===== src/hw/rtl/pedsel_pkg.sv =====
// Shared types and constants of the PE image digest byte selector.
package pedsel_pkg;

    typedef enum logic [3:0] {
        ST_OK          = 4'd0,
        ST_NOT_PE      = 4'd1,
        ST_DOS_SHORT   = 4'd2,
        ST_OFFSET_HIGH = 4'd3,
        ST_NO_MARKER   = 4'd4,
        ST_BAD_MAGIC   = 4'd5,
        ST_FEW_DIRS    = 4'd6,
        ST_HDR_SHORT   = 4'd7,
        ST_SIG_NOT_END = 4'd8,
        ST_OVERLAP     = 4'd9
    } t_status;

    typedef struct packed {
        logic [7:0] data;
        logic       to_digest;
        t_status    status;
        logic       is_end;
        logic [2:0] pad_cnt;
    } t_result;

    localparam logic [7:0]  CHAR_M        = 8'h4D;
    localparam logic [7:0]  CHAR_Z        = 8'h5A;
    localparam logic [7:0]  CHAR_P        = 8'h50;
    localparam logic [7:0]  CHAR_E        = 8'h45;
    localparam logic [15:0] MAGIC_NARROW  = 16'h010B;
    localparam logic [15:0] MAGIC_WIDE    = 16'h020B;
    localparam logic [31:0] DOS_LEN       = 32'd64;
    localparam logic [31:0] TINY_LIMIT    = 32'd3;
    localparam logic [32:0] HDR_SPAN      = 33'd160;
    localparam logic [32:0] WIDE_EXTRA    = 33'd16;
    localparam logic [7:0]  WIDE_EXTRA_B  = 8'd16;
    localparam logic [7:0]  MARKER_LEN    = 8'd4;
    localparam logic [7:0]  MAGIC_OFS     = 8'd24;
    localparam logic [7:0]  CHECKSUM_OFS  = 8'd88;
    localparam logic [7:0]  CHECKSUM_END  = 8'd92;
    localparam logic [7:0]  DIR_COUNT_OFS = 8'd116;
    localparam logic [7:0]  CERT_OFS      = 8'd152;
    localparam logic [7:0]  CERT_LEN_OFS  = 8'd156;
    localparam logic [7:0]  CERT_END      = 8'd160;
    localparam logic [31:0] MIN_DIRS      = 32'd5;

endpackage


===== src/hw/rtl/pedsel_parse.sv =====
// Per-image header parser: checks, field capture and digest flag for one word.
module pedsel_parse (
    input  logic                 i_clk,
    input  logic                 i_rst_n,
    input  logic                 i_advance,
    input  logic [7:0]           i_byte,
    input  logic [31:0]          i_image_size,
    output pedsel_pkg::t_result  o_res
);

    logic [31:0]          r_pos;
    logic [31:0]          r_hdr;
    logic                 r_wide;
    logic [7:0]           r_magic_lo;
    logic [31:0]          r_dir;
    logic [31:0]          r_sig_off;
    logic [31:0]          r_sig_len;
    logic [32:0]          r_lim;
    pedsel_pkg::t_status  r_err;

    logic [31:0]          n_hdr;
    logic                 n_wide;
    logic [7:0]           n_magic_lo;
    logic [31:0]          n_dir;
    logic [31:0]          n_sig_off;
    logic [31:0]          n_sig_len;
    logic [32:0]          n_lim;
    pedsel_pkg::t_status  n_err;

    logic [32:0] diff;
    logic [31:0] d;
    logic [7:0]  d8;
    logic        at_or_past;
    logic        past_dos;
    logic        rel;
    logic        in_hdr;
    logic [7:0]  w8;
    logic [7:0]  nw8;
    logic [31:0] sh_q;
    logic [31:0] sh_d;
    logic [31:0] hdr_new;
    logic [32:0] lim63;
    logic [32:0] pos_inc;
    logic [32:0] size33;
    logic        is_end;
    logic [15:0] magic;
    logic [31:0] kept;
    logic [32:0] sig_sum;
    logic        digest;
    logic [2:0]  kept_lo;

    assign size33     = {1'b0, i_image_size};
    assign diff       = {1'b0, r_pos} - {1'b0, r_hdr};
    assign d          = diff[31:0];
    assign d8         = d[7:0];
    assign at_or_past = ~diff[32];
    assign past_dos   = (r_pos[31:6] != 26'd0);
    assign rel        = past_dos && at_or_past && (d[31:8] == 24'd0);
    assign in_hdr     = (r_pos[31:6] == 26'd0) && (r_pos[5:2] == 4'hF);
    assign w8         = r_wide ? pedsel_pkg::WIDE_EXTRA_B : 8'd0;
    assign nw8        = n_wide ? pedsel_pkg::WIDE_EXTRA_B : 8'd0;
    assign sh_q       = {24'd0, i_byte} << {r_pos[1:0], 3'b000};
    assign sh_d       = {24'd0, i_byte} << {d8[1:0], 3'b000};
    assign hdr_new    = r_hdr | sh_q;
    assign lim63      = {1'b0, hdr_new} + pedsel_pkg::HDR_SPAN;
    assign pos_inc    = {1'b0, r_pos} + 33'd1;
    assign is_end     = (pos_inc >= size33);
    assign magic      = {i_byte, r_magic_lo};
    assign kept       = (r_sig_off != 32'd0) ? r_sig_off : i_image_size;
    assign sig_sum    = {1'b0, r_sig_off} + {1'b0, r_sig_len | sh_d};

    always_comb begin
        n_hdr      = r_hdr;
        n_wide     = r_wide;
        n_magic_lo = r_magic_lo;
        n_dir      = r_dir;
        n_sig_off  = r_sig_off;
        n_sig_len  = r_sig_len;
        n_lim      = r_lim;
        n_err      = r_err;
        if (r_err == pedsel_pkg::ST_OK) begin
            priority if (r_pos == 32'd0) begin
                if (i_image_size < pedsel_pkg::TINY_LIMIT || i_byte != pedsel_pkg::CHAR_M) begin
                    n_err = pedsel_pkg::ST_NOT_PE;
                end
            end else if (r_pos == 32'd1) begin
                if (i_byte != pedsel_pkg::CHAR_Z) begin
                    n_err = pedsel_pkg::ST_NOT_PE;
                end else if (i_image_size < pedsel_pkg::DOS_LEN) begin
                    n_err = pedsel_pkg::ST_DOS_SHORT;
                end
            end else if (in_hdr) begin
                n_hdr = hdr_new;
                if (r_pos[1:0] == 2'd3) begin
                    n_lim = lim63;
                    if (lim63 > size33) begin
                        n_err = pedsel_pkg::ST_OFFSET_HIGH;
                    end else if (hdr_new < pedsel_pkg::DOS_LEN) begin
                        n_err = pedsel_pkg::ST_OVERLAP;
                    end
                end
            end else if (rel && d8 < pedsel_pkg::MARKER_LEN) begin
                unique case (d8[1:0])
                    2'd0:    if (i_byte != pedsel_pkg::CHAR_P) n_err = pedsel_pkg::ST_NO_MARKER;
                    2'd1:    if (i_byte != pedsel_pkg::CHAR_E) n_err = pedsel_pkg::ST_NO_MARKER;
                    default: if (i_byte != 8'd0) n_err = pedsel_pkg::ST_NO_MARKER;
                endcase
            end else if (rel && d8 == pedsel_pkg::MAGIC_OFS) begin
                n_magic_lo = i_byte;
            end else if (rel && d8 == pedsel_pkg::MAGIC_OFS + 8'd1) begin
                if (magic == pedsel_pkg::MAGIC_WIDE) begin
                    n_wide = 1'b1;
                    n_lim  = r_lim + pedsel_pkg::WIDE_EXTRA;
                end else if (magic == pedsel_pkg::MAGIC_NARROW) begin
                    n_wide = 1'b0;
                end else begin
                    n_err = pedsel_pkg::ST_BAD_MAGIC;
                end
            end else if (rel && d8 >= pedsel_pkg::DIR_COUNT_OFS + w8
                         && d8 < pedsel_pkg::DIR_COUNT_OFS + 8'd4 + w8) begin
                n_dir = r_dir | sh_d;
                if (d8 == pedsel_pkg::DIR_COUNT_OFS + 8'd3 + w8) begin
                    if (n_dir < pedsel_pkg::MIN_DIRS) begin
                        n_err = pedsel_pkg::ST_FEW_DIRS;
                    end else if (size33 < r_lim) begin
                        n_err = pedsel_pkg::ST_HDR_SHORT;
                    end
                end
            end else if (rel && d8 >= pedsel_pkg::CERT_OFS + w8
                         && d8 < pedsel_pkg::CERT_LEN_OFS + w8) begin
                n_sig_off = r_sig_off | sh_d;
            end else if (rel && d8 >= pedsel_pkg::CERT_LEN_OFS + w8
                         && d8 < pedsel_pkg::CERT_END + w8) begin
                n_sig_len = r_sig_len | sh_d;
                if (d8 == pedsel_pkg::CERT_END - 8'd1 + w8) begin
                    if (r_sig_off != 32'd0 && sig_sum != size33) begin
                        n_err = pedsel_pkg::ST_SIG_NOT_END;
                    end else if ({1'b0, kept} <= r_lim) begin
                        n_err = pedsel_pkg::ST_OVERLAP;
                    end
                end
            end
        end
    end

    always_comb begin
        priority if (n_err != pedsel_pkg::ST_OK) begin
            digest = 1'b0;
        end else if (n_sig_off != 32'd0 && r_pos >= n_sig_off) begin
            digest = 1'b0;
        end else if (!past_dos) begin
            digest = 1'b1;
        end else if (at_or_past && d[31:8] == 24'd0
                     && ((d8 >= pedsel_pkg::CHECKSUM_OFS && d8 < pedsel_pkg::CHECKSUM_END)
                         || (d8 >= pedsel_pkg::CERT_OFS + nw8
                             && d8 < pedsel_pkg::CERT_END + nw8))) begin
            digest = 1'b0;
        end else begin
            digest = 1'b1;
        end
    end

    assign kept_lo = (n_sig_off != 32'd0) ? n_sig_off[2:0] : i_image_size[2:0];

    assign o_res.data      = i_byte;
    assign o_res.to_digest = digest;
    assign o_res.status    = n_err;
    assign o_res.is_end    = is_end;
    assign o_res.pad_cnt   = (n_err == pedsel_pkg::ST_OK) ? 3'(3'd0 - kept_lo) : 3'd0;

    always_ff @(posedge i_clk) begin
        if (!i_rst_n) begin
            r_pos      <= 32'd0;
            r_hdr      <= 32'd0;
            r_wide     <= 1'b0;
            r_magic_lo <= 8'd0;
            r_dir      <= 32'd0;
            r_sig_off  <= 32'd0;
            r_sig_len  <= 32'd0;
            r_lim      <= 33'd0;
            r_err      <= pedsel_pkg::ST_OK;
        end else if (i_advance) begin
            if (is_end) begin
                r_pos      <= 32'd0;
                r_hdr      <= 32'd0;
                r_wide     <= 1'b0;
                r_magic_lo <= 8'd0;
                r_dir      <= 32'd0;
                r_sig_off  <= 32'd0;
                r_sig_len  <= 32'd0;
                r_lim      <= 33'd0;
                r_err      <= pedsel_pkg::ST_OK;
            end else begin
                r_pos      <= pos_inc[31:0];
                r_hdr      <= n_hdr;
                r_wide     <= n_wide;
                r_magic_lo <= n_magic_lo;
                r_dir      <= n_dir;
                r_sig_off  <= n_sig_off;
                r_sig_len  <= n_sig_len;
                r_lim      <= n_lim;
                r_err      <= n_err;
            end
        end
    end

`ifndef SYNTH
    a_err_sticky: assert property (@(posedge i_clk) disable iff (!i_rst_n)
        (i_advance && r_err != pedsel_pkg::ST_OK && !is_end) |=> (r_err == $past(r_err)))
        else $error("error code changed within an image");
    a_end_clears: assert property (@(posedge i_clk) disable iff (!i_rst_n)
        (i_advance && is_end) |=> (r_pos == 32'd0 && r_err == pedsel_pkg::ST_OK))
        else $error("image state not cleared after the final word");
    a_wide_hdr: assert property (@(posedge i_clk) disable iff (!i_rst_n)
        r_wide |-> (r_hdr >= pedsel_pkg::DOS_LEN))
        else $error("wide format set without a valid header offset");
`endif

endmodule


===== src/hw/rtl/pedsel_out.sv =====
// Result register with the zero padding sequencer that follows the final word.
module pedsel_out (
    input  logic                 i_clk,
    input  logic                 i_rst_n,
    input  logic                 i_load,
    input  pedsel_pkg::t_result  i_res,
    input  logic                 i_ready,
    output logic                 o_can_load,
    output logic                 o_valid,
    output logic [7:0]           o_out_byte,
    output logic                 o_to_digest,
    output logic [3:0]           o_status,
    output logic                 o_last
);

    logic                 r_valid;
    logic [2:0]           r_pad_cnt;
    logic [7:0]           r_data;
    logic                 r_to_digest;
    pedsel_pkg::t_status  r_status;
    logic                 r_last;

    assign o_can_load  = (r_pad_cnt == 3'd0) && (!r_valid || i_ready);
    assign o_valid     = r_valid;
    assign o_out_byte  = r_data;
    assign o_to_digest = r_to_digest;
    assign o_status    = r_status;
    assign o_last      = r_last;

    always_ff @(posedge i_clk) begin
        if (!i_rst_n) begin
            r_valid   <= 1'b0;
            r_pad_cnt <= 3'd0;
        end else if (i_load) begin
            r_valid   <= 1'b1;
            r_pad_cnt <= i_res.is_end ? i_res.pad_cnt : 3'd0;
        end else if (r_valid && i_ready) begin
            if (r_pad_cnt != 3'd0) begin
                r_pad_cnt <= r_pad_cnt - 3'd1;
            end else begin
                r_valid <= 1'b0;
            end
        end
    end

    always_ff @(posedge i_clk) begin
        if (i_load) begin
            r_data      <= i_res.data;
            r_to_digest <= i_res.to_digest;
            r_status    <= i_res.status;
            r_last      <= i_res.is_end && (i_res.pad_cnt == 3'd0);
        end else if (r_valid && i_ready && r_pad_cnt != 3'd0) begin
            r_data      <= 8'd0;
            r_to_digest <= 1'b1;
            r_status    <= pedsel_pkg::ST_OK;
            r_last      <= (r_pad_cnt == 3'd1);
        end
    end

`ifndef SYNTH
    a_no_load_in_pad: assert property (@(posedge i_clk) disable iff (!i_rst_n)
        i_load |-> (r_pad_cnt == 3'd0))
        else $error("new word loaded while padding is pending");
    a_pad_not_last: assert property (@(posedge i_clk) disable iff (!i_rst_n)
        (r_pad_cnt != 3'd0) |-> (r_valid && !r_last))
        else $error("last flagged before padding completed");
    a_idle_after_last: assert property (@(posedge i_clk) disable iff (!i_rst_n)
        (r_valid && i_ready && r_last && !i_load) |=> !r_valid)
        else $error("result register still full after the last word");
`endif

endmodule


===== src/hw/rtl/pe_image_digest_byte_selector.sv =====
// Top level of the PE image digest byte selector.
// Usage: write the image length through i_cfg_wr_en and i_cfg_wr_data while no word
// is in flight, then stream the image one byte per word on i_valid, o_ready and
// i_image_byte. Each byte comes back on o_valid, i_ready with o_out_byte, a flag
// o_to_digest that marks bytes feeding the hash, a status o_status and o_last.
// After the final byte of an image without error, up to seven zero padding words
// follow, so that the signature offset (else the image length) plus the padding is
// a multiple of eight; o_last marks the final word of the image. A nonzero status
// means the whole image is rejected. Each byte passes the input register, then the
// result register. One byte is taken each cycle while the receiver keeps up and no
// padding is issued; the two registers are separate stages, so a new byte is taken
// while a result waits. While padding is issued, no byte moves on to the result
// register. A stalled receiver holds the result register, then the input register.
// Synchronous reset clears the image length, the image state and both stages.
module pe_image_digest_byte_selector (
    input  logic        i_clk,
    input  logic        i_rst_n,
    input  logic        i_cfg_wr_en,
    input  logic [31:0] i_cfg_wr_data,
    input  logic        i_valid,
    output logic        o_ready,
    input  logic [7:0]  i_image_byte,
    output logic        o_valid,
    input  logic        i_ready,
    output logic [7:0]  o_out_byte,
    output logic        o_to_digest,
    output logic [3:0]  o_status,
    output logic        o_last
);

    logic [31:0]         r_image_size;
    logic                r_in_valid;
    logic [7:0]          r_in_byte;
    logic                can_load;
    logic                advance;
    pedsel_pkg::t_result res;

    assign advance = r_in_valid && can_load;
    assign o_ready = !r_in_valid || advance;

    always_ff @(posedge i_clk) begin
        if (!i_rst_n) begin
            r_image_size <= 32'd0;
            r_in_valid   <= 1'b0;
        end else begin
            if (i_cfg_wr_en) begin
                r_image_size <= i_cfg_wr_data;
            end
            if (o_ready) begin
                r_in_valid <= i_valid;
            end
        end
    end

    always_ff @(posedge i_clk) begin
        if (o_ready && i_valid) begin
            r_in_byte <= i_image_byte;
        end
    end

    pedsel_parse u_parse (
        .i_clk        (i_clk),
        .i_rst_n      (i_rst_n),
        .i_advance    (advance),
        .i_byte       (r_in_byte),
        .i_image_size (r_image_size),
        .o_res        (res)
    );

    pedsel_out u_out (
        .i_clk       (i_clk),
        .i_rst_n     (i_rst_n),
        .i_load      (advance),
        .i_res       (res),
        .i_ready     (i_ready),
        .o_can_load  (can_load),
        .o_valid     (o_valid),
        .o_out_byte  (o_out_byte),
        .o_to_digest (o_to_digest),
        .o_status    (o_status),
        .o_last      (o_last)
    );

endmodule


===== config.mk =====
export PLATFORM = sky130hd
export DESIGN_NAME = pe_image_digest_byte_selector
export DESIGN_NICKNAME = d
export VERILOG_FILES = /design/src/hw/rtl/pedsel_pkg.sv /design/src/hw/rtl/pedsel_parse.sv /design/src/hw/rtl/pedsel_out.sv /design/src/hw/rtl/pe_image_digest_byte_selector.sv
export SDC_FILE = /design/constraint.sdc
export NUM_CORES = 1
export LEC_CHECK = 0
export BUFFER_PORTS_ARGS = -buffer_cell sky130_fd_sc_hd__buf_2
export CAP_MARGIN = 5
export CORE_ASPECT_RATIO = 1.75
export CORE_MARGIN = 1.5
export CORE_UTILIZATION = 44
export CTS_CLUSTER_DIAMETER = 200
export DETAILED_ROUTE_END_ITERATION = 8
export PLACE_DENSITY = 0.69
export SYNTH_ARGS = -nofsm -noshare
export SYNTH_HDL_FRONTEND = slang
export SYNTH_SLANG_ARGS = --single-unit

===== constraint.sdc =====
create_clock -name i_clk -period 16.9 [get_ports i_clk]
set_input_delay 2.535 -clock i_clk [delete_from_list [all_inputs] [get_ports i_clk]]
set_output_delay 2.535 -clock i_clk [all_outputs]
set_load 0.005 [all_outputs]

======== Yosys cells after proc, flatten, opt, wreduce, memory -nomap -nowiden ========
Index checks and enable logic that the tools add are counted.
storage, ports and cells
  output and inout bits ................... 16
  bits of input ports ..................... 45
  bits in registers ....................... 265
operators by class
  eq/ne operators ......................... 28
  bitwise logic cells ..................... 5
  order comparisons ....................... 20
  $add $sub $neg .......................... 16
  shifts and indexed selects .............. 2
  multiplexer cells ....................... 116
  reductions and logical operators ........ 61
operator list
  kind                   number
  $mux 32                37
  $mux 33                10
  $or 32x32->32          4
  $mux 4                 30
  $mux 8                 9
  $lt 32x7->1 const B    2
  $reduce_bool 32->1     2
  $shl 8x5->32           2
  $add 8x8->8 const A    6
  $add 32x1->33 const B  1
  $add 32x32->33         1
  $add 32x8->33 const B  1
  $add 33x5->33 const B  1
  $ge 33x32->1           1
  $gt 33x32->1           1
  $le 32x33->1           1
  $lt 32x33->1           1
  $ne 33x32->1           1
  $sub 32x32->33         1
  $eq 32x1->1 const B    1
  $ge 32x32->1           1
  $ge 8x8->1             4
  $logic_not 32->1       1
  $lt 32x2->1 const B    1
  other kinds (44)       128

======== Logic depth before layout (Yosys ltp) ========
Gate-level depths: netlist (run 1).
  word-level depth ........................ 23
  gate-level depth with buffers ........... 30
  gate-level depth less buffers ........... 27

======== By module ========
Synthesis (run 1) repeated with hierarchy kept, for this count alone.
second synthesis, totals
  cell total of the unflattened synthesis .. 2968
  area, all modules ....................... 22831.9 um^2
modules (own cells, without submodules)
  module                         sequential area each (um^2)  area each (um^2)  times used  cells an instance
  pedsel_parse                   4124.0                       20495.9           1           2788
  pe_image_digest_byte_selector  900.9                        1534.0            1           117
  pedsel_out                     500.5                        802.0             1           63

======== Worst setup path before layout (run 1) ========
Ideal clock, no wire load.
  kind .................................... register to register
  from .................................... register u_parse.r_pos[0]
  to ...................................... register u_out.r_to_digest, in the netlist u_out.o_to_digest (data pin)
  period minus slack after synthesis ...... 6.001 ns
  setup slack ............................. 10.899 ns
  arrival time ............................ 5.734 ns
  cell stages (with the launch flop) ...... 31
  data required time ...................... 16.633 ns
  path through ............................ dfxtp_1 clkbuf_1 inv_1 ha_1 inv_1 fa_1 a211oi_1 o21ai_2 a21oi_1 xor2_1 o211ai_1 or4_1 or4_1 nor4_4 and2_1 clkbuf_1 clkbuf_1 a31oi_1 ha_1 a21o_1 a21oi_1 nor2b_1 o21ai_0 nand2b_1 a21oi_1 nor2b_1 o21ai_0 a311oi_1 nor2_1 o21ai_0 o21ai_1
on the way
  longest elaborated chain between the ends .. 23
ends and longest elaborated chain
  element                                                                  RTL line             text
  start, declared                                                          pedsel_parse.sv:11   logic [31:0] r_pos;
  start signal, assigned                                                   pedsel_parse.sv:194  r_pos <= pos_inc[31:0];
  parallel branches: the longest is 21 deep, another holds $sub 32x32->33  -
  $mux 1 (*)                                                               pedsel_parse.sv:147  priority if (n_err != pedsel_pkg::ST_OK) begin
  $mux 1 (*)                                                               pedsel_out.sv:47     if (i_load) begin
  end signal, assigned                                                     pedsel_out.sv:49     r_to_digest <= i_res.to_digest;
  end, declared                                                            pedsel_out.sv:19     logic r_to_digest;
Every way passes the cells marked *.
A chain may end at the register's enable or synchronous reset.

======== Worst setup path in the final report (run 1) ========
  from .................................... register u_parse.r_pos[11]
  to ...................................... register u_out.r_to_digest, in the netlist u_out.o_to_digest (data pin)
on the way
  longest elaborated chain between the ends .. 23
ends and longest elaborated chain
  element                                                                  RTL line
  parallel branches: the longest is 21 deep, another holds $sub 32x32->33  -
  $mux 1 (*)                                                               pedsel_parse.sv:147
  $mux 1 (*)                                                               pedsel_out.sv:47
Marks and branches as above.

==> results.md, run 1 <==
- Crit share post-route: 49.1%
- First-pass GRT wire length: 150000 µm
- Number of buffers on the longest clock path: 3
- RSZ-0062 raised after global routing: no
- Vias per cell: 6.59
- Antenna Cells: 0
- Net count of the mapped netlist: 3320
- Number of enable-type register cells in the synthesized netlist: 22
- Result of the run: complete, no violations
- CP Max Fanout: 33
- Via count of the first global-routing pass: 23600
- Number of levels in the clock H-tree: 1
- Initial DRC count: 2291
- Maximum number of pins on one net before global-route repair: 67
- Number of failing hold endpoints at the final stage: 0
- Post-synth top flop: dfxtp_1
- Worst-Margin Slew: 1.21 ns
- GRT Total Usage: 38.1%
- Max Cap Violations: 0
- Classification of the worst setup path: flip-flop to flip-flop
- Data arrival time of the worst path: 8.75 ns
- Die outline height: 303 µm
- Post-CTS setup buffer count: 0
- Post-placement worst setup slack: 8.97 ns
- Num Clock Sinks: 265
- Clock tree from TritonCTS: yes
- Post-synth cell types: 96
- Syn Std Cell Area: 0.0227 mm²
- Cells resized by post-CTS repair: 0
- Root Buffer: clkbuf_16
- Headroom to the max-slew limit: 19.4%
- Clk Latency, worst-skew pair: 0.60 ns
- Count of input and output buffers: 60
- Min setup slack post-route: 8.59 ns
- Number of buffers created by CTS: 27
- Area share of the leading cell type in the synthesized netlist: 21.5%
- Number of iterations in the first detailed-routing pass: 8
- Number of setup violations in the final report: 0
- Pwr per Cell Area: 69.7 mW/mm²
- Final layout net count: 3288
- Power, Total: 1710 µW
- Wire length per cell: 28.0 µm
- Count of unresolved DRC violations after routing: 0
- Setup clock skew after layout: 0.0249 ns
- Register-to-Register Setup Slack: 8.59 ns
- Most frequent standard cell in the layout excluding fill and tap cells: nor2_1
- Gate count of the mapped netlist: 3032
- Worst supply voltage drop on vdd: 0.0713 mV
- Total I/O pin count: 61
- Final slew viol count: 0
- Total negative slack for setup checks: 0 ns
- Number of synthesized register bits: 265
- Cell taking the most area after synthesis: dfxtp_1
- Final period demand of the worst path: 8.31 ns
- Core Footprint: 0.0507 mm²
- Die ar.: 0.0529 mm²
- Highest-count cells in the layout ignoring fill and taps: nor2_1, nand2_1, a21oi_1
- Total Wirelength: 103000 µm
- Antenna-violating nets left: 0
- Count of vias placed by the detailed router: 24300
- Clock transition at path regs: 0.07 ns
- Hold-fix buffers, CTS: 0
- Category of the worst setup path capture point: flip-flop
- Synth Warn #: 0
- Sum of overflow across all layers after global routing: 0
- Initial cell density of the core: 44.7%
- Die span in x: 175 µm
- Finished Core Util: 48.3%
- Worst path required time: 17.35 ns
- Synth-to-Final Area Change: 8.06%
- Layout cells sized above 1: 6.55%
- Cells taking the most area after synthesis: dfxtp_1, ha_1, a21oi_1, nor2_1, nand2_1
- Sequential-to-total area share from yosys stat: 24.4%
- Mapped Avg Cell Area: 7.48 µm²
- Weighted congestion reported at the end of routability-driven placement: 1.04
- Number of placement rows: 109
- CP startpoint kind: flip-flop
- Async set-reset flop share out of synthesis: 0%
- Placed wire-length estimate after detailed placement: 79400 µm
- Initial antenna violation count: 1
- HP Class: flip-flop to flip-flop
- Fmax: 120 MHz
- Leakage dissipation: 0.0101 µW
==> critical path, stage by stage (launching register included) <==
cell       delay (ns)
dfxtp_1          0.80
ha_1             0.45
a21oi_1          0.27
o21ai_0          0.25
a2111oi_0        0.95
a2111oi_0        0.43
nor4_1           0.66
o211ai_1         0.35
nor4_4           0.65
and2_1           0.22
buf_4            0.33
a21o_1           0.22
ha_1             0.24
nand2b_1         0.14
a21o_1           0.20
a21o_1           0.18
a21o_1           0.17
a21o_1           0.16
a21oi_1          0.13
o21ai_0          0.18
nand4_1          0.19
a311oi_1         0.10
nor2_1           0.56
o21ai_0          0.16
o21ai_1          0.15
==> report_power, final <==
group | internal [µW] | total (µW) | switching [µW] | leakage [µW]
clock | 388 | 680 | 291 | 0.000463
combinational | 112 | 355 | 242 | 0.00744
sequential | 649 | 673 | 23.9 | 0.00218
==> cells in the mapped netlist (all sizes together) (28+ instances only) <==
cell and n:
dfxtp 243, nor2 303, nor2b 33, nand2b 51, inv 142, o211ai 36, nand3 89, ha 241
a21oi 263, mux2i 42, nand2 297, a31oi 76, and3 30, a21o 79, nand4 65, xor2 46
o21ai 201, xnor2 76, and2 33, o21a 28, clkbuf 135, or3 38, buf 33, nor4 62
nor3 86
==> logic make-up (layout without fill, tap and decap cells) <==
| logic type | after synthesis | after routing | share of synthesized area [%] |
|---|---|---|---|
| compound gates | 875 | 875 | 24.4 |
| mux | 43 | 43 | 1.90 |
| simple gates | 1174 | 1174 | 25.8 |
| xor+xnor | 122 | 122 | 4.71 |
| flops | 265 | 265 | 24.4 |
| fa+ha+maj | 243 | 243 | 13.5 |
| buf+inv | 310 | 299 | 5.35 |
==> flip-flops by register name, indices dropped and copies added, names as in the netlist <==
name	cells
u_out.o_out_byte	8
u_parse.r_sig_off	32
u_out.o_status	4
u_parse.r_dir	32
u_out.o_to_digest	1
u_parse.r_magic_lo	8
u_out.o_valid	1
u_parse.r_lim	33
u_parse.r_pos	32
u_parse.r_hdr	32
u_out.r_pad_cnt	3
r_in_byte	8
r_in_valid	1
u_parse.r_sig_len	32
u_parse.r_err	4
r_image_size	32
u_parse.r_wide	1
u_out.o_last	1
==> metrics by stage <==
stage | area (µm²) | instances | hold WS [ns]
floorplan | 22700 | 3032 | 0.416
global placement | 23500 | 3636 | 0.431
detailed placement | 23500 | 3637 | 0.439
CTS | 24500 | 3687 | 0.449
global route | 24500 | 3687 | 0.467
finish | 24500 | 3687 | 0.448
==> layout make-up <==
class / instances / area, µm²
Clock buffer: 41 / 832
Clock inverter: 9 / 145
Fill cell: 5145 / 26200
Inverter: 142 / 536
Multi-Input combinational cell: 2457 / 16000
Sequential cell: 265 / 5530
Tap cell: 666 / 833
Timing Repair Buffer: 107 / 656
==> routing by layer <==
layer	vias up	global-route usage, %	part of all wire [%]
li1	11100	-	-
met3	474	5.03	6.5
met1	11500	38.9	34
met4	0	38.0	12
met5	-	0	0
met2	1277	66.2	48
==> worst paths after layout <==
check / start / cells past startpoint / endpoint
max reg2reg: u_parse.r_pos[11] / 24 / u_out.o_to_digest
min: u_parse.r_sig_len[8] / 2 / u_parse.r_sig_len[8]
max: u_parse.r_pos[11] / 24 / u_out.o_to_digest
min reg2reg: u_parse.r_sig_len[8] / 2 / u_parse.r_sig_len[8]
Note: power is estimated with default switching activity, not from simulation.
==> run 2, diff against run 1 <==
--- a/config.mk
+++ b/config.mk
@@ -5,6 +5,7 @@
 export SDC_FILE = /design/constraint.sdc
 export NUM_CORES = 1
 export LEC_CHECK = 0
+export ABC_AREA = 1
 export BUFFER_PORTS_ARGS = -buffer_cell sky130_fd_sc_hd__buf_2
 export CAP_MARGIN = 5
 export CORE_ASPECT_RATIO = 1.75
@@ -12,7 +13,7 @@
 export CORE_UTILIZATION = 44
 export CTS_CLUSTER_DIAMETER = 200
 export DETAILED_ROUTE_END_ITERATION = 8
-export PLACE_DENSITY = 0.69
+export PLACE_DENSITY = 0.71
 export SYNTH_ARGS = -nofsm -noshare
 export SYNTH_HDL_FRONTEND = slang
 export SYNTH_SLANG_ARGS = --single-unit
==> constraint.sdc (replaced) <==
create_clock -name i_clk -period 6.7 [get_ports i_clk]
set_input_delay 1.005 -clock i_clk [delete_from_list [all_inputs] [get_ports i_clk]]
set_output_delay 1.005 -clock i_clk [all_outputs]
set_load 0.005 [all_outputs]
==> run 2 against run 1 <==
  * Clock power increased by 140%
  * Synthesized cell count increased by 30%
  * Combinational power increased to 2.8 times the previous value
  * Power increased to 2.5 times the previous value
  * Wire length decreased by 2.3%
  * Sequential power increased to 2.5 times the previous value
  * Die area increased by 7.3%
  * Fmax increased by 31%
  * Cell count increased by 27%
  * Clock skew decreased by 0.0091 ns
  * Sequential share of layout area decreased by 1.8 points
  * Final area increased by 8.6%
  * Largest cell class unchanged
==> results.md, run 2 <==
- Antenna-violating nets left: 0 (unchanged)
- Fmax: 158 MHz (was 120 MHz)
- Initial DRC count: 2457 (was 2291)
- Final slew viol count: 0 (unchanged)
- Antenna Cells: 0 (unchanged)
- Sum of overflow across all layers after global routing: 0 (unchanged)
- Area share of the leading cell type in the synthesized netlist: 20.0% (was 21.5%)
- Total negative slack for setup checks: 0 ns (unchanged)
- Leakage dissipation: 0.0131 µW (was 0.0101 µW)
- Cell taking the most area after synthesis: dfxtp_1 (unchanged)
- Core Footprint: 0.0544 mm² (was 0.0507 mm²)
- HP Class: flip-flop to flip-flop (unchanged)
- Total Wirelength: 101000 µm (was 103000 µm)
- Gate count of the mapped netlist: 3928 (was 3032)
- Max Cap Violations: 0 (unchanged)
- Most used standard cells in the synthesized netlist: nand2_1, inv_1, a21oi_1 (was nor2_1, nand2_1, a21oi_1)
- Slowest stage cell, crit path: fa_1 (was a2111oi_0)
- Synth-to-Final Area Change: 9.25% (was 8.06%)
- Worst-Margin Slew: 0.994 ns (was 1.21 ns)
- Maximum number of pins on one net before global-route repair: 90 (was 67)
- Clk Latency, worst-skew pair: 0.60 ns (about the same)
- Most frequent standard cell in the layout excluding fill and tap cells: nand2_1 (was nor2_1)
- Reg power frac: 38.9% (was 39.4%)
- Highest-count cells in the layout ignoring fill and taps: nand2_1, inv_1, a21oi_1 (was nor2_1, nand2_1, a21oi_1)
- Clock tree from TritonCTS: yes (unchanged)
- Cell Int Power: 2880 µW (was 1150 µW)
- Number of setup violations in the final report: 0 (unchanged)
- Combined flip-flop and latch cell area: 0.00553 mm² (unchanged)
- Crit path top cell by count: nand2_1 (was a21o_1)
- Net switching power: 1470 µW (was 557 µW)
- Number of enable-type register cells in the synthesized netlist: 22 (unchanged)
- Finished Core Util: 48.9% (was 48.3%)
- First-pass GRT wire length: 150000 µm (about the same)
- GRT Total Usage: 35.1% (was 38.1%)
- Root Buffer: clkbuf_16 (unchanged)
- Final period demand of the worst path: 6.34 ns (was 8.31 ns)
- Multi-input gate area in the final layout: 0.0159 mm² (was 0.0160 mm²)
- Initial cell density of the core: 44.7% (about the same)
- CP startpoint kind: flip-flop (unchanged)
- Cells taking the most area after synthesis: dfxtp_1, nand2_1, ha_1, inv_1, a21oi_1 (was dfxtp_1, ha_1, a21oi_1, nor2_1, nand2_1)
- Number of buffers on the longest clock path: 3 (unchanged)
- Number of placement rows: 113 (was 109)
- Initial antenna violation count: 0 (was 1)
- Number of failing hold endpoints at the final stage: 0 (unchanged)
- RSZ-0062 raised after global routing: no (unchanged)
- Worst path required time: 7.04 ns (was 17.35 ns)
- Pwr per Cell Area: 163 mW/mm² (was 69.7 mW/mm²)
- Number of buffers created by CTS: 27 (unchanged)
- Number of filler instances in the final layout: 5656 (was 5145)
- Mapped Avg Cell Area: 6.20 µm² (was 7.48 µm²)
- Total I/O pin count: 61 (unchanged)
- Net count of the mapped netlist: 4216 (was 3320)
- Final layout net count: 4276 (was 3288)
- Syn Std Cell Area: 0.0243 mm² (was 0.0227 mm²)
- Die outline height: 314 µm (was 303 µm)
- Crit share post-route: 94.6% (was 49.1%)
- CP Max Fanout: 12 (was 33)
- Placed wire-length estimate after detailed placement: 81100 µm (was 79400 µm)
- Synth Warn #: 0 (unchanged)
- Count of unresolved DRC violations after routing: 0 (unchanged)
- Layout cells sized above 1: 7.63% (was 6.55%)
- Data arrival time of the worst path: 6.68 ns (was 8.75 ns)
- Category of the worst setup path capture point: flip-flop (unchanged)
- Sw frac: 33.8% (was 32.6%)
- Headroom to the max-slew limit: 33.7% (was 19.4%)
- Via count of the first global-routing pass: 25900 (was 23600)
- Result of the run: complete, no violations (unchanged)
- Number of iterations in the first detailed-routing pass: 6 (was 8)
- Die span in x: 181 µm (was 175 µm)
- Number of levels in the clock H-tree: 1 (unchanged)
- Number of synthesized register bits: 265 (unchanged)
- Post-synth cell types: 62 (was 96)
- Vias per cell: 5.70 (was 6.59)
- Classification of the worst setup path: flip-flop to flip-flop (unchanged)
- Num Clock Sinks: 265 (unchanged)
- Sequential-to-total area share from yosys stat: 22.7% (was 24.4%)
- Async set-reset flop share out of synthesis: 0% (unchanged)
- Count of input and output buffers: 60 (unchanged)
- Clock transition at path regs: 0.07 ns (about the same)
- Worst supply voltage drop on vdd: 0.180 mV (was 0.0713 mV)
- Most frequent cell after synthesis: nand2_1 (was nor2_1)
- Register containing the most flip-flops in the final layout: u_parse.r_lim (unchanged)
- Wire length per cell: 21.5 µm (was 28.0 µm)
- Combinational power share: 22.9% (was 20.8%)
- Weighted congestion reported at the end of routability-driven placement: 1.07 (was 1.04)
- Post-synth top flop: dfxtp_1 (unchanged)
- Die ar.: 0.0568 mm² (was 0.0529 mm²)
- Number of flip-flops under the largest register name: 33 (unchanged)
- Fraction of power consumed by the clock network: 38.2% (was 39.8%)
- Maximum cell stage delay along the critical path: 0.42 ns (was 0.95 ns)
- Count of vias placed by the detailed router: 26800 (was 24300)
- Setup clock skew after layout: 0.0159 ns (was 0.0249 ns)
run 2: power groups by stage:
stage | clock (µW) | combinational [µW] | sequential, µW
after floorplan | 0 | 617 | 1700
after global placement | 0 | 951 | 1720
after detailed placement | 0 | 957 | 1730
after CTS | 1680 | 962 | 1690
after global routing | 1720 | 1080 | 1690
final | 1660 | 994 | 1690
run 2: through the flow:
stage	setup WS (ns)	area, µm²	total power, µW	hold slack (ns)	cells
after floorplan	1.81	24300	2320	0.431	3928
after global placement	0.433	25600	2680	0.439	4647
after detailed placement	0.420	25600	2680	0.447	4647
after CTS	0.396	26500	4330	0.456	4697
after global routing	0.0294	26600	4500	0.467	4699
final	0.363	26600	4340	0.454	4699
run 2: path summary, 6_finish.rpt:
kind	start	endpoint	slack, ns	depth (start not counted)
worst max-delay path	u_parse.r_pos[0]	u_out.o_to_digest	0.36	34
worst min-delay path	u_parse.r_sig_len[24]	u_parse.r_sig_len[24]	0.45	2
worst max register to register	u_parse.r_pos[0]	u_out.o_to_digest	0.36	34
worst min register to register	u_parse.r_sig_len[24]	u_parse.r_sig_len[24]	0.45	2
run 2: critical path, delay by kind of cell, from the launching register on:
| family | cells | cell delay, ns |
|---|---|---|
| simple gates | 20 | 2.78 |
| compound gates | 7 | 1.56 |
| buf+inv | 4 | 0.47 |
| flops | 1 | 0.34 |
| fa+ha+maj | 3 | 0.90 |
run 2: kinds of logic after synthesis:
family	after synthesis	synth area share, %
simple gates	1939	34.7
buf+inv	762	12.0
compound gates	631	14.9
flops	265	22.7
fa+ha+maj	243	12.6
xor+xnor	88	3.17
run 2: repair_timing:
| item | CTS | global route |
|---|---|---|
| hold buffers | 0 | 0 |
| resized for setup | 0 | 9 |
| setup buffers | 0 | 1 |
| setup endpoints to repair | 0 | 32 |
run 2: area by class of cell:
cell class / instances / share of cell area, %
multi-input cells: 2901 / 59.9
flip-flops and latches: 265 / 20.8
clock buffers: 35 / 2.77
well taps: 690 / 3.25
clock inverters: 15 / 0.687
repair buffers: 135 / 3.29
inverters: 658 / 9.31
run 2: layer usage:
layer  GRT usage (%)  vias to the layer above  wire length [µm]
met2            62.5                     1042             49000
met4            36.3                        0             12200
met3            4.89                      406              5920
met5               0                        -                 0
met1            33.9                    12300             33800
li1                -                    13000                 -
